### config.mk
export PLATFORM = sky130hd
export DESIGN_NAME = rwr_div
export DESIGN_NICKNAME = d
export VERILOG_FILES = /design/src/hdl/raid5_read_with_reconstruct_defines.svh /design/src/hdl/rwr_pkg.sv /design/src/hdl/rwr_div.sv
export SDC_FILE = /design/constraint.sdc
export NUM_CORES = 1
export LEC_CHECK = 0
export BUFFER_PORTS_ARGS = -buffer_cell sky130_fd_sc_hd__buf_2
export CELL_PAD_IN_SITES_DETAIL_PLACEMENT = 1
export CELL_PAD_IN_SITES_GLOBAL_PLACEMENT = 2
export CORE_ASPECT_RATIO = 1.5
export CORE_MARGIN = 4
export CORE_UTILIZATION = 34
export DETAILED_ROUTE_END_ITERATION = 16
export GPL_TIMING_DRIVEN = 0
export PLACE_DENSITY_LB_ADDON = 0.1
export SYNTH_ARGS = -nofsm -noshare
export SYNTH_HDL_FRONTEND = slang
export SYNTH_SLANG_ARGS = --single-unit
export TNS_END_PERCENT = 10
### constraint.sdc
create_clock -name clk -period 3.32 [get_ports clk]
set_input_delay 0.498 -clock clk [delete_from_list [all_inputs] [get_ports clk]]
set_output_delay 0.498 -clock clk [all_outputs]
set_load 0.05 [all_outputs]
### src/hdl/raid5_read_with_reconstruct_defines.svh
// ---------------------------------------------------------------------------
// RAID5 read engine - assertion macros
// Shared property wrappers, clocked on clk and disabled while rst_n is low.
// ---------------------------------------------------------------------------
`ifndef RAID5_READ_WITH_RECONSTRUCT_DEFINES_SVH
`define RAID5_READ_WITH_RECONSTRUCT_DEFINES_SVH

// same-cycle implication
`define RWR_ASSERT_NOW(label, ante, cons, msg) \
    label: assert property (@(posedge clk) disable iff (!rst_n) (ante) |-> (cons)) \
        else $error(msg);

// next-cycle implication
`define RWR_ASSERT_NEXT(label, ante, cons, msg) \
    label: assert property (@(posedge clk) disable iff (!rst_n) (ante) |=> (cons)) \
        else $error(msg);

`endif

### src/hdl/rwr_pkg.sv
// ---------------------------------------------------------------------------
// RAID5 read engine - package
// Field widths, register indexes and codes shared by the RTL.
// ---------------------------------------------------------------------------
package rwr_pkg;

    localparam int DATA_W  = 32;   // one block word
    localparam int LB_W    = 14;   // logical block number
    localparam int DVS_W   = 16;   // divisor: (n-1)*s fits in 16 bits
    localparam int ND_W    = 5;    // num_disks register
    localparam int SB_W    = 11;   // stripe_blocks register
    localparam int MASK_W  = 16;   // present_mask register
    localparam int LEN_W   = 11;   // disk_len_words register
    localparam int BLK_W   = LB_W + SB_W;  // level*s + offset
    localparam int CFG_W   = 16;   // config write data
    localparam int CFGI_W  = 2;    // config index

    typedef enum logic [CFGI_W-1:0] {
        CFG_NUM_DISKS     = 2'd0,
        CFG_STRIPE_BLOCKS = 2'd1,
        CFG_PRESENT_MASK  = 2'd2,
        CFG_DISK_LEN      = 2'd3
    } cfg_idx_t;

    localparam logic FUNC_LOAD   = 1'b0;
    localparam logic FUNC_READ   = 1'b1;
    localparam logic STATUS_OK   = 1'b0;
    localparam logic STATUS_FAIL = 1'b1;

endpackage

### src/hdl/rwr_div.sv
// ---------------------------------------------------------------------------
// RAID5 read engine - shared divider
// Restoring divider, one quotient bit per cycle; done pulses once results
// are in the registers.
// ---------------------------------------------------------------------------
module rwr_div
    import rwr_pkg::*;
(
    input  logic             clk,
    input  logic             rst_n,
    input  logic             start,
    input  logic [LB_W-1:0]  dividend,
    input  logic [DVS_W-1:0] divisor,
    output logic             done,
    output logic [LB_W-1:0]  quotient,
    output logic [DVS_W-1:0] remainder
);

    localparam int CNT_W = $clog2(LB_W);

    logic             busy_reg;
    logic             done_reg;
    logic [CNT_W-1:0] cnt_reg;
    logic [LB_W-1:0]  quo_reg;
    logic [DVS_W-1:0] rem_reg;
    logic [DVS_W-1:0] dvs_reg;

    logic [DVS_W:0]   trial;
    logic             fits;
    logic [DVS_W:0]   diff;

    assign trial = {rem_reg, quo_reg[LB_W-1]};
    assign fits  = trial >= {1'b0, dvs_reg};
    assign diff  = trial - {1'b0, dvs_reg};

    always_ff @(posedge clk or negedge rst_n)
    begin
        if (!rst_n)
        begin
            busy_reg <= 1'b0;
            done_reg <= 1'b0;
            cnt_reg  <= '0;
        end
        else
        begin
            done_reg <= 1'b0;
            if (start)
            begin
                busy_reg <= 1'b1;
                cnt_reg  <= '0;
            end
            else if (busy_reg)
            begin
                cnt_reg <= cnt_reg + 1'b1;
                if (cnt_reg == CNT_W'(LB_W - 1))
                begin
                    busy_reg <= 1'b0;
                    done_reg <= 1'b1;
                end
            end
        end
    end

    always_ff @(posedge clk)
    begin
        if (start)
        begin
            quo_reg <= dividend;
            rem_reg <= '0;
            dvs_reg <= divisor;
        end
        else if (busy_reg)
        begin
            quo_reg <= {quo_reg[LB_W-2:0], fits};
            rem_reg <= fits ? diff[DVS_W-1:0] : trial[DVS_W-1:0];
        end
    end

    assign done      = done_reg;
    assign quotient  = quo_reg;
    assign remainder = rem_reg;

endmodule

==> results.toml, run 1 <==
[cells_and_area]
synthToLayoutAreaGrowth_pct = 21.00
fin_nets = 437
drive_gt1_share_pct = 24.87
antennaDiodeCount = 0
fin_area_um2 = 3699
n_fill_cell = 1054

[power_and_ir_drop]
totalPowerFinal_w = 0.001703
cellPowerDensity_nw_per_um2 = 460.4
vdd_drop_max_mv = 0.1948
p_leak_nw = 1.630

[clock_network]
cts_setup_buffers = 0
htreeDepth = 2
cts_max_path_buffers = 2
numCtsBuffers = 5
cts_tree = "built"
clk_latency_ns = 0.29
cts_hold_buffers = 0
cts.repair.resized = 0
cts_root_buffer = "clkbuf_16"
cts.sinks = 52
clkTransAtPathRegs_ns = 0.07

[detailed_routing]
vias = 2661
wl_um = 8769
drt_iter0_drc = 81
viasPerCell = 5.365
dr.pass1.iters = 4
drc = 0
wl_per_cell_um = 17.68
ant_nets = 0

[worst_setup_path]
crit_path_start = "quotient[13]$_DFFE_PP_"
crit_type = "reg2reg"
critPathLaunchType = "flip-flop"
r2r-end = "remainder[14]$_SDFFE_PP0P_"
arrival_ns = 2.98
crit_slowest_cell = "a211oi_1"
reg2reg_depth = 9
worst_path_largest_cell_delay_ns = 0.46
rrSetupSlack_ns = 0.51
worstReg2RegStart = "quotient[13]$_DFFE_PP_"
crit_fanout = 3
crit_chain = "inv_1 -> ha_1 -> fa_1 -> nand2b_1 -> a211oi_1 -> o21bai_1 -> a41oi_1 -> xnor2_1 -> o311ai_0"
crit_path_end_kind = "flip-flop"
crit_required_ns = 3.49

[sta]
relSlewSlack_pct = 52.63
skew_ns = 0.007799
rsz0062_at_grt = "false"
fin_crit_sh_pct = 84.62
maxSlewViolCount = 0
setup_ws_ns = 0.5107
hold_slack_ns = 0.01913
fmax_mhz = 356.0
setup_violations = 0
period_needed_ns = 2.809
hold_violations = 0
finalSetupTns_ns = 0
worst_pin_slew_ns = 0.7105

[synthesis]
ys_top_cells_by_area = "edfxtp_1 (29%), dfxtp_1 (10%), ha_1 (7.4%)"
synth_largest_area_cell = "edfxtp_1"
ys_seq_area_share_pct = 44.86
synthCells = 315
synth_area_um2 = 3057
synth_most_common_cell = "nand2_1"
synth_edf_count = 30
avgSynthCellArea_um2 = 9.704
yosys_warnings = 0
ys_seq_elements = 52
synth.distinct_cells = 51
yosysTopAreaCellShare_pct = 29.47
synthesis.nets = 367
async_flop_share_pct = 11.54
synth_ff_type = "edfxtp_1"
synthTopCellsByCount = "nand2_1 (31), edfxtp_1 (30), nor2_1 (30), inv_1 (23), ha_1 (18)"

[run]
maxCapViolCount = 0

[floorplan]
initial_core_util_pct = 34.83
dieWidth_um = 85.42
core-area_um2 = 8776
pin_count = 64
num_rows = 42
die_area_um2 = 10600
die_h_um = 124.1

[grt]
grt_max_degree = 18
antenna_found_initial = 0
grt_pass1_wl_um = 14350
grt_pass1_vias = 2799
overflow = 0
track_usage_pct = 17.45

[outcome]
status = "finished, final reports clean"

[placed_design]
preCtsSetupSlack_ns = 0.4680
numPortBuffers = 63
postPlaceCellArea_um2 = 3510
place_congestion = 0.7715
dp_hpwl_um = 6848

[worst_hold_path]
hold_class = "in2async"
## through the flow
step,cells,utilization (%)
2_1_floorplan,315,-
3_3_place_gp,488,39.99
3_5_place_dp,488,39.99
4_1_cts,496,42.14
5_1_grt,496,42.14
6_report,496,42.14
## worst max path at each step
stage | cells past startpoint | slack [ns] | endpoint
6_report | 9 | 0.51 | remainder[14]$_SDFFE_PP0P_
5_1_grt | 8 | 0.26 | remainder[10]$_SDFFE_PP0P_
4_1_cts | 9 | 0.41 | remainder[14]$_SDFFE_PP0P_
3_5_place_dp | 9 | 0.47 | remainder[10]$_SDFFE_PP0P_
3_3_place_gp | 9 | 0.46 | remainder[11]$_SDFFE_PP0P_
2_1_floorplan | 10 | 0.63 | remainder[13]$_SDFFE_PP0P_
## layout by cell type, fill, tap and decap left out, drive strengths merged, types with 3 or more instances in the layout
| cell type | count |
|---|---|
| o21ai | 13 |
| a21o | 3 |
| o21bai | 3 |
| ha | 18 |
| mux2 | 14 |
| a211oi | 5 |
| inv | 23 |
| a311oi | 10 |
| a41oi | 4 |
| a31oi | 4 |
| nand2b | 9 |
| nand4 | 7 |
| dfxtp | 16 |
| o21a | 3 |
| nand2 | 31 |
| dfrtp | 6 |
| xor2 | 3 |
| nand3 | 11 |
| clkbuf | 16 |
| and3 | 3 |
| buf | 71 |
| xnor2 | 7 |
| nor3 | 3 |
| edfxtp | 30 |
| nor2 | 30 |
| a21oi | 17 |
## critical path, delay by kind of cell (launching register included)
kind | cells | cell delay (ns)
compound gates | 4 | 1.30
fa+ha+maj | 2 | 0.62
flops | 1 | 0.35
simple gates | 1 | 0.21
xor+xnor | 1 | 0.13
buf+inv | 1 | 0.07
## area by class of cell
| cell class | instances | area, µm² | share of cell area, % |
|---|---|---|---|
| sequential | 52 | 1371 | 37.08 |
| inverter | 23 | 86.33 | 2.334 |
| buffer | 18 | 88.84 | 2.402 |
| multi-input combinational | 222 | 1510 | 40.83 |
| tap | 110 | 137.6 | 3.721 |
| clock inverter | 2 | 60.06 | 1.624 |
| timing repair buffer | 63 | 315.3 | 8.525 |
| clock buffer | 6 | 128.9 | 3.484 |
## cells by family (layout without fill, tap and decap cells)
kind of cell               count (synthesis)  after routing  share of synthesized area [%]
xor gates and xnor gates                  10             10                          2.866
DFF                                       52             52                          44.86
muxes                                     14             14                          5.280
and+or+nand+nor                          103            103                          15.92
adders and majority gates                 19             19                          8.023
buffers and inverters                     41            112                          5.730
AOI/OAI and AO/OA                         76             76                          17.31
## power by group
| part | total [W] | internal [W] | switching (W) | leakage [nW] |
|---|---|---|---|---|
| Clock | 0.000664 | 0.000432 | 0.000231 | 0.0911 |
| Sequential | 0.000745 | 0.000726 | 0.0000198 | 0.512 |
| Combinational | 0.000293 | 0.000103 | 0.000190 | 1.03 |
## routing by layer
layer,up-vias,share of wire (%),track usage [%]
met5,-,0,0
met4,0,2.0,6.535
met3,13,4.2,2.449
met2,62,56,33.75
met1,1298,38,18.94
li1,1288,-,-
(Power assumes the default switching activity.)
==> run 2, diff against run 1 <==
==> constraint.sdc (replaced) <==
create_clock -name clk -period 2.9 [get_ports clk]
set_input_delay 0.435 -clock clk [delete_from_list [all_inputs] [get_ports clk]]
set_output_delay 0.435 -clock clk [all_outputs]
set_load 0.05 [all_outputs]
==> run 2 against run 1 <==
  * Maximum frequency is 2.7% higher
  * Clock power is 15% higher
  * Count of clock-buffer cells in the layout stayed put
  * Utilization is 0.29 points higher
  * Non-clock buffer count is 1 higher
  * Worst hold slack better by 0.29 ns
  * Clock skew hardly changed
  * Global-route usage hardly changed
  * Combinational power is 16% higher
  * Routed wire length is 0.62% higher
  * Sequential power is 14% higher
  * Critical path type unchanged
  * Highest routed layer unchanged
==> results.toml, run 2 (synthesis results as in run 1) <==
[detailed_routing]
viasPerCell = 5.378
drt_iter0_drc = 102
wl_um = 8823
wl_per_cell_um = 17.75
drc = 0
vias = 2673
dr.pass1.iters = 4
ant_nets = 0

[cells_and_area]
drive_gt1_share_pct = 25.58
mostFrequentLayoutCells = "buf_2 (66), nand2_1 (31), nor2_1 (30), edfxtp_1 (30), inv_1 (23)"
mostFrequentLayoutCell = "buf_2"
antennaDiodeCount = 0
fin_nets = 438
synthToLayoutAreaGrowth_pct = 21.82
fin_area_um2 = 3724
finalCoreUtilization_pct = 42.43
layout.area.seq_um2 = 1371
n_fill_cell = 1055
multi_input_comb_area_um2 = 1523

[power_and_ir_drop]
vdd_drop_max_mv = 0.2239
p_leak_nw = 1.635
cellPowerDensity_nw_per_um2 = 525.2

[grt]
track_usage_pct = 17.43
grt_max_degree = 18
grt_pass1_wl_um = 14340
antenna_found_initial = 0
grt_pass1_vias = 2798
overflow = 0

[floorplan]
die_area_um2 = 10600
dieWidth_um = 85.42
initial_core_util_pct = 34.83
num_rows = 42
die_h_um = 124.1
pin_count = 64
core-area_um2 = 8776

[clock_network]
clk_latency_ns = 0.30
cts_tree = "built"
htreeDepth = 2
cts_max_path_buffers = 2
cts_setup_buffers = 0
numCtsBuffers = 5
cts.sinks = 52
clkTransAtPathRegs_ns = 0.07
cts_root_buffer = "clkbuf_16"

[placed_design]
place_congestion = 0.7715
numPortBuffers = 63
dp_hpwl_um = 6848
postPlaceCellArea_um2 = 3510

[worst_setup_path]
arrival_ns = 2.94
critPathLaunchType = "flip-flop"
crit_fanout = 10
crit_required_ns = 3.10
crit_type = "reg2reg"
crit_path_end_kind = "flip-flop"
reg2reg_depth = 9

[sta]
period_needed_ns = 2.736
worst_pin_slew_ns = 0.7103
setup_violations = 0
hold_slack_ns = 0.3078
rsz0062_at_grt = "true"
skew_ns = 0.007656
relSlewSlack_pct = 52.65
fmax_mhz = 365.5
maxSlewViolCount = 0
hold_violations = 0
fin_crit_sh_pct = 94.35

[run]
maxCapViolCount = 0

[outcome]
status = "finished, final reports clean"

[worst_hold_path]
whs_path_depth = 1
hold_class = "in2reg"
[run 2: per-layer routing]
layer	track usage (%)	wire length (µm)	part of all wire, %	vias up
li1	-	-	-	1287
met1	18.90	3390	38	1317
met2	33.75	4912	56	56
met3	2.449	344	3.9	13
met4	6.535	175	2.0	0
met5	0	0	0	-
[run 2: worst max-delay path, cell delays in order, from the launching register on]
cell and delay, ns:
dfxtp_1 0.36, ha_1 0.29, buf_4 0.14, nand4_1 0.15
or4_1 0.58, and4_4 0.18, a31oi_1 0.29, buf_4 0.26
nand3_1 0.12, a311oi_1 0.26
[run 2: stage by stage]
stage | power (W) | setup WS, ns | TNS, ns | std cells
finish | 0.001956 | 0.1639 | 0 | 497
global route | 0.002051 | -0.003501 | -0.003501 | 497
CTS | 0.001991 | 0.03273 | 0 | 497
detailed placement | 0.001211 | 0.04804 | 0 | 488
global placement | 0.001203 | 0.04304 | 0 | 488
floorplan | 0.001107 | 0.2136 | 0 | 315
[run 2: timing repair]
item / CTS / global route
setup endpoints to repair: 1 / 12
cloned: 0 / 0
hold buffers: 1 / 0
gates resized for setup: 1 / 4
pin swaps: 0 / 0
endpoints found under the hold margin: 6 / 0
[run 2: power by group]
part           switching (W)  internal [W]  leakage (nW)
Combinational       0.000222      0.000119          1.03
Sequential         0.0000227      0.000831         0.512
Clock               0.000266      0.000495        0.0911
[run 2: final cells by class]
cell class / count / share of cell area, %
multi-input combinational: 222 / 40.89
sequential: 52 / 36.83
timing repair buffer: 64 / 8.737
tap: 110 / 3.696
clock buffer: 6 / 3.461
buffer: 18 / 2.453
inverter: 23 / 2.319
clock inverter: 2 / 1.613
[run 2: path summary, 6_finish.rpt]
check	to	slack, ns	from
hold / removal	dvs_reg[3]$_DFFE_PP_	0.31	divisor[3]
max in group asynchronous	cnt_reg[1]$_DFFE_PN0P_	2.27	rst_n
setup reg to reg	remainder[11]$_SDFFE_PP0P_	0.16	remainder[5]$_SDFFE_PP0P_
min in group asynchronous	done$_DFF_PN0_	0.49	rst_n
setup / recovery	remainder[11]$_SDFFE_PP0P_	0.16	remainder[5]$_SDFFE_PP0P_
hold reg to reg	remainder[11]$_SDFFE_PP0P_	0.52	remainder[10]$_SDFFE_PP0P_
==> run 3, diff against run 2 <==
--- a/config.mk
+++ b/config.mk
@@ -6,14 +6,12 @@
 export NUM_CORES = 1
 export LEC_CHECK = 0
 export BUFFER_PORTS_ARGS = -buffer_cell sky130_fd_sc_hd__buf_2
-export CELL_PAD_IN_SITES_DETAIL_PLACEMENT = 1
-export CELL_PAD_IN_SITES_GLOBAL_PLACEMENT = 2
 export CORE_ASPECT_RATIO = 1.5
 export CORE_MARGIN = 4
-export CORE_UTILIZATION = 34
+export CORE_UTILIZATION = 45
 export DETAILED_ROUTE_END_ITERATION = 16
 export GPL_TIMING_DRIVEN = 0
-export PLACE_DENSITY_LB_ADDON = 0.1
+export PLACE_DENSITY = 0.78
 export SYNTH_ARGS = -nofsm -noshare
 export SYNTH_HDL_FRONTEND = slang
 export SYNTH_SLANG_ARGS = --single-unit
==> run 3 against run 2 <==
  * Flip-flop and latch count stayed put
  * Die area shrank 23%
  * Power shrank 19%
  * Combinational power decreased by 3%
  * Highest routed layer unchanged
==> results.toml, run 3 (synthesis results as in run 1) <==
[outcome]
status = "finished, final reports clean"

[sta]
rsz0062_at_grt = "false"
finalSetupTns_ns = 0
setup_ws_ns = 0.1899
skew_ns = 0.007351
fin_crit_sh_pct = 93.45
setup_violations = 0
hold_violations = 0
worst_pin_slew_ns = 0.6434
relSlewSlack_pct = 57.10
maxSlewViolCount = 0
fmax_mhz = 369.0
period_needed_ns = 2.710

[floorplan]
die_h_um = 108.9
initial_core_util_pct = 46.80
die_area_um2 = 8203
core-area_um2 = 6531
num_rows = 36
pin_count = 64
dieWidth_um = 75.30

[grt]
grt_max_degree = 18
overflow = 0
track_usage_pct = 18.15
antenna_found_initial = 0
grt_pass1_wl_um = 11430
grt_pass1_vias = 2459

[detailed_routing]
wl_met3_um = 575
vias = 2636
drc = 0
wl_per_cell_um = 15.84
wl_um = 7336
drt_iter0_drc = 151
dr.pass1.iters = 4
ant_nets = 0
highest_layer = "met4"
dr_wl_met2_um = 3877
wl_met1_um = 2718
viasPerCell = 5.693

[clock_network]
cts_setup_buffers = 0
cts_max_path_buffers = 2
cts_root_buffer = "clkbuf_8"
clk_latency_ns = 0.31
cts.sinks = 52
clkTransAtPathRegs_ns = 0.09
numCtsBuffers = 5
cts_tree = "built"
htreeDepth = 2

[cells_and_area]
n_fill_cell = 588
drive_gt1_share_pct = 25.06
multi_input_comb_area_um2 = 1520
synthToLayoutAreaGrowth_pct = 16.91
mostFrequentLayoutCell = "buf_2"
layout.area.seq_um2 = 1371
mostFrequentLayoutCells = "buf_2 (66), nand2_1 (31), nor2_1 (30), edfxtp_1 (30), inv_1 (23)"
fin_area_um2 = 3573
antennaDiodeCount = 0
fin_nets = 438
finalNonFillerCells = 463

[power_and_ir_drop]
vdd_drop_max_mv = 0.2593
totalPowerFinal_w = 0.001590
p_leak_nw = 1.582
cellPowerDensity_nw_per_um2 = 444.9

[worst_setup_path]
crit_required_ns = 3.09
crit_path_end_kind = "flip-flop"
critPathLaunchType = "flip-flop"
crit_type = "reg2reg"
arrival_ns = 2.90
rrSetupSlack_ns = 0.19
crit_fanout = 10

[placed_design]
place_congestion = 0.9004
numPortBuffers = 63
dp_hpwl_um = 5667
preCtsSetupSlack_ns = 0.1327
place_inst = 454
postPlaceCellArea_um2 = 3467

[worst_hold_path]
hold_class = "in2reg"

[run]
maxCapViolCount = 0
[run 3: metrics by stage]
stage | hold slack, ns | utilization [%]
2_1_floorplan | 0.1394 | -
3_3_place_gp | 0.2627 | 53.08
3_5_place_dp | 0.2685 | 53.08
4_1_cts | 0.2911 | 54.52
5_1_grt | 0.2807 | 54.71
6_report | 0.2949 | 54.71
[run 3: worst paths after layout]
kind | end | startpoint | depth (start not counted)
setup / recovery | remainder[13]$_SDFFE_PP0P_ | remainder[4]$_SDFFE_PP0P_ | 10
hold / removal | dvs_reg[4]$_DFFE_PP_ | divisor[4] | 1
setup reg to reg | remainder[13]$_SDFFE_PP0P_ | remainder[4]$_SDFFE_PP0P_ | 10
hold reg to reg | remainder[11]$_SDFFE_PP0P_ | remainder[10]$_SDFFE_PP0P_ | 2
max in group asynchronous | cnt_reg[1]$_DFFE_PN0P_ | rst_n | 2
min in group asynchronous | done$_DFF_PN0_ | rst_n | 2
[run 3: worst max-delay path: stages, from the launching register on]
cell and delay [ns]:
dfxtp_1 0.38, ha_1 0.30, clkbuf_2 0.17, nand4_1 0.14, or4_1 0.54, and4_4 0.18
a31o_1 0.22, buf_6 0.14, buf_2 0.19, a41oi_1 0.24, o31ai_1 0.09
[run 3: layout make-up]
cell class              count  area share (%)
multi-input cells         222           42.54
flip-flops and latches     52           38.38
repair buffers             64           9.104
well taps                  76           2.661
plain buffers              18           2.556
inverters                  23           2.416
clock buffers               6           2.031
clock inverters             2          0.3151
[run 3: what timing repair did]
action | in CTS | in global routing
resized for setup | 0 | 4
endpoints found under the setup margin | 0 | 7
hold buffers | 1 | 0
endpoints found under the hold margin | 6 | 0
[run 3: routing by layer]
layer,vias up,global-route usage (%)
li1,1288,-
met1,1223,20.76
met2,112,33.13
met3,13,3.044
met4,0,6.000
met5,-,0
[run 3: power breakdown]
group	leakage, nW	switching, W	internal, W	total [W]
logic	1.03	0.000214	0.000119	0.000332
clock network	0.0388	0.000238	0.000168	0.000405
registers	0.512	0.0000221	0.000830	0.000852
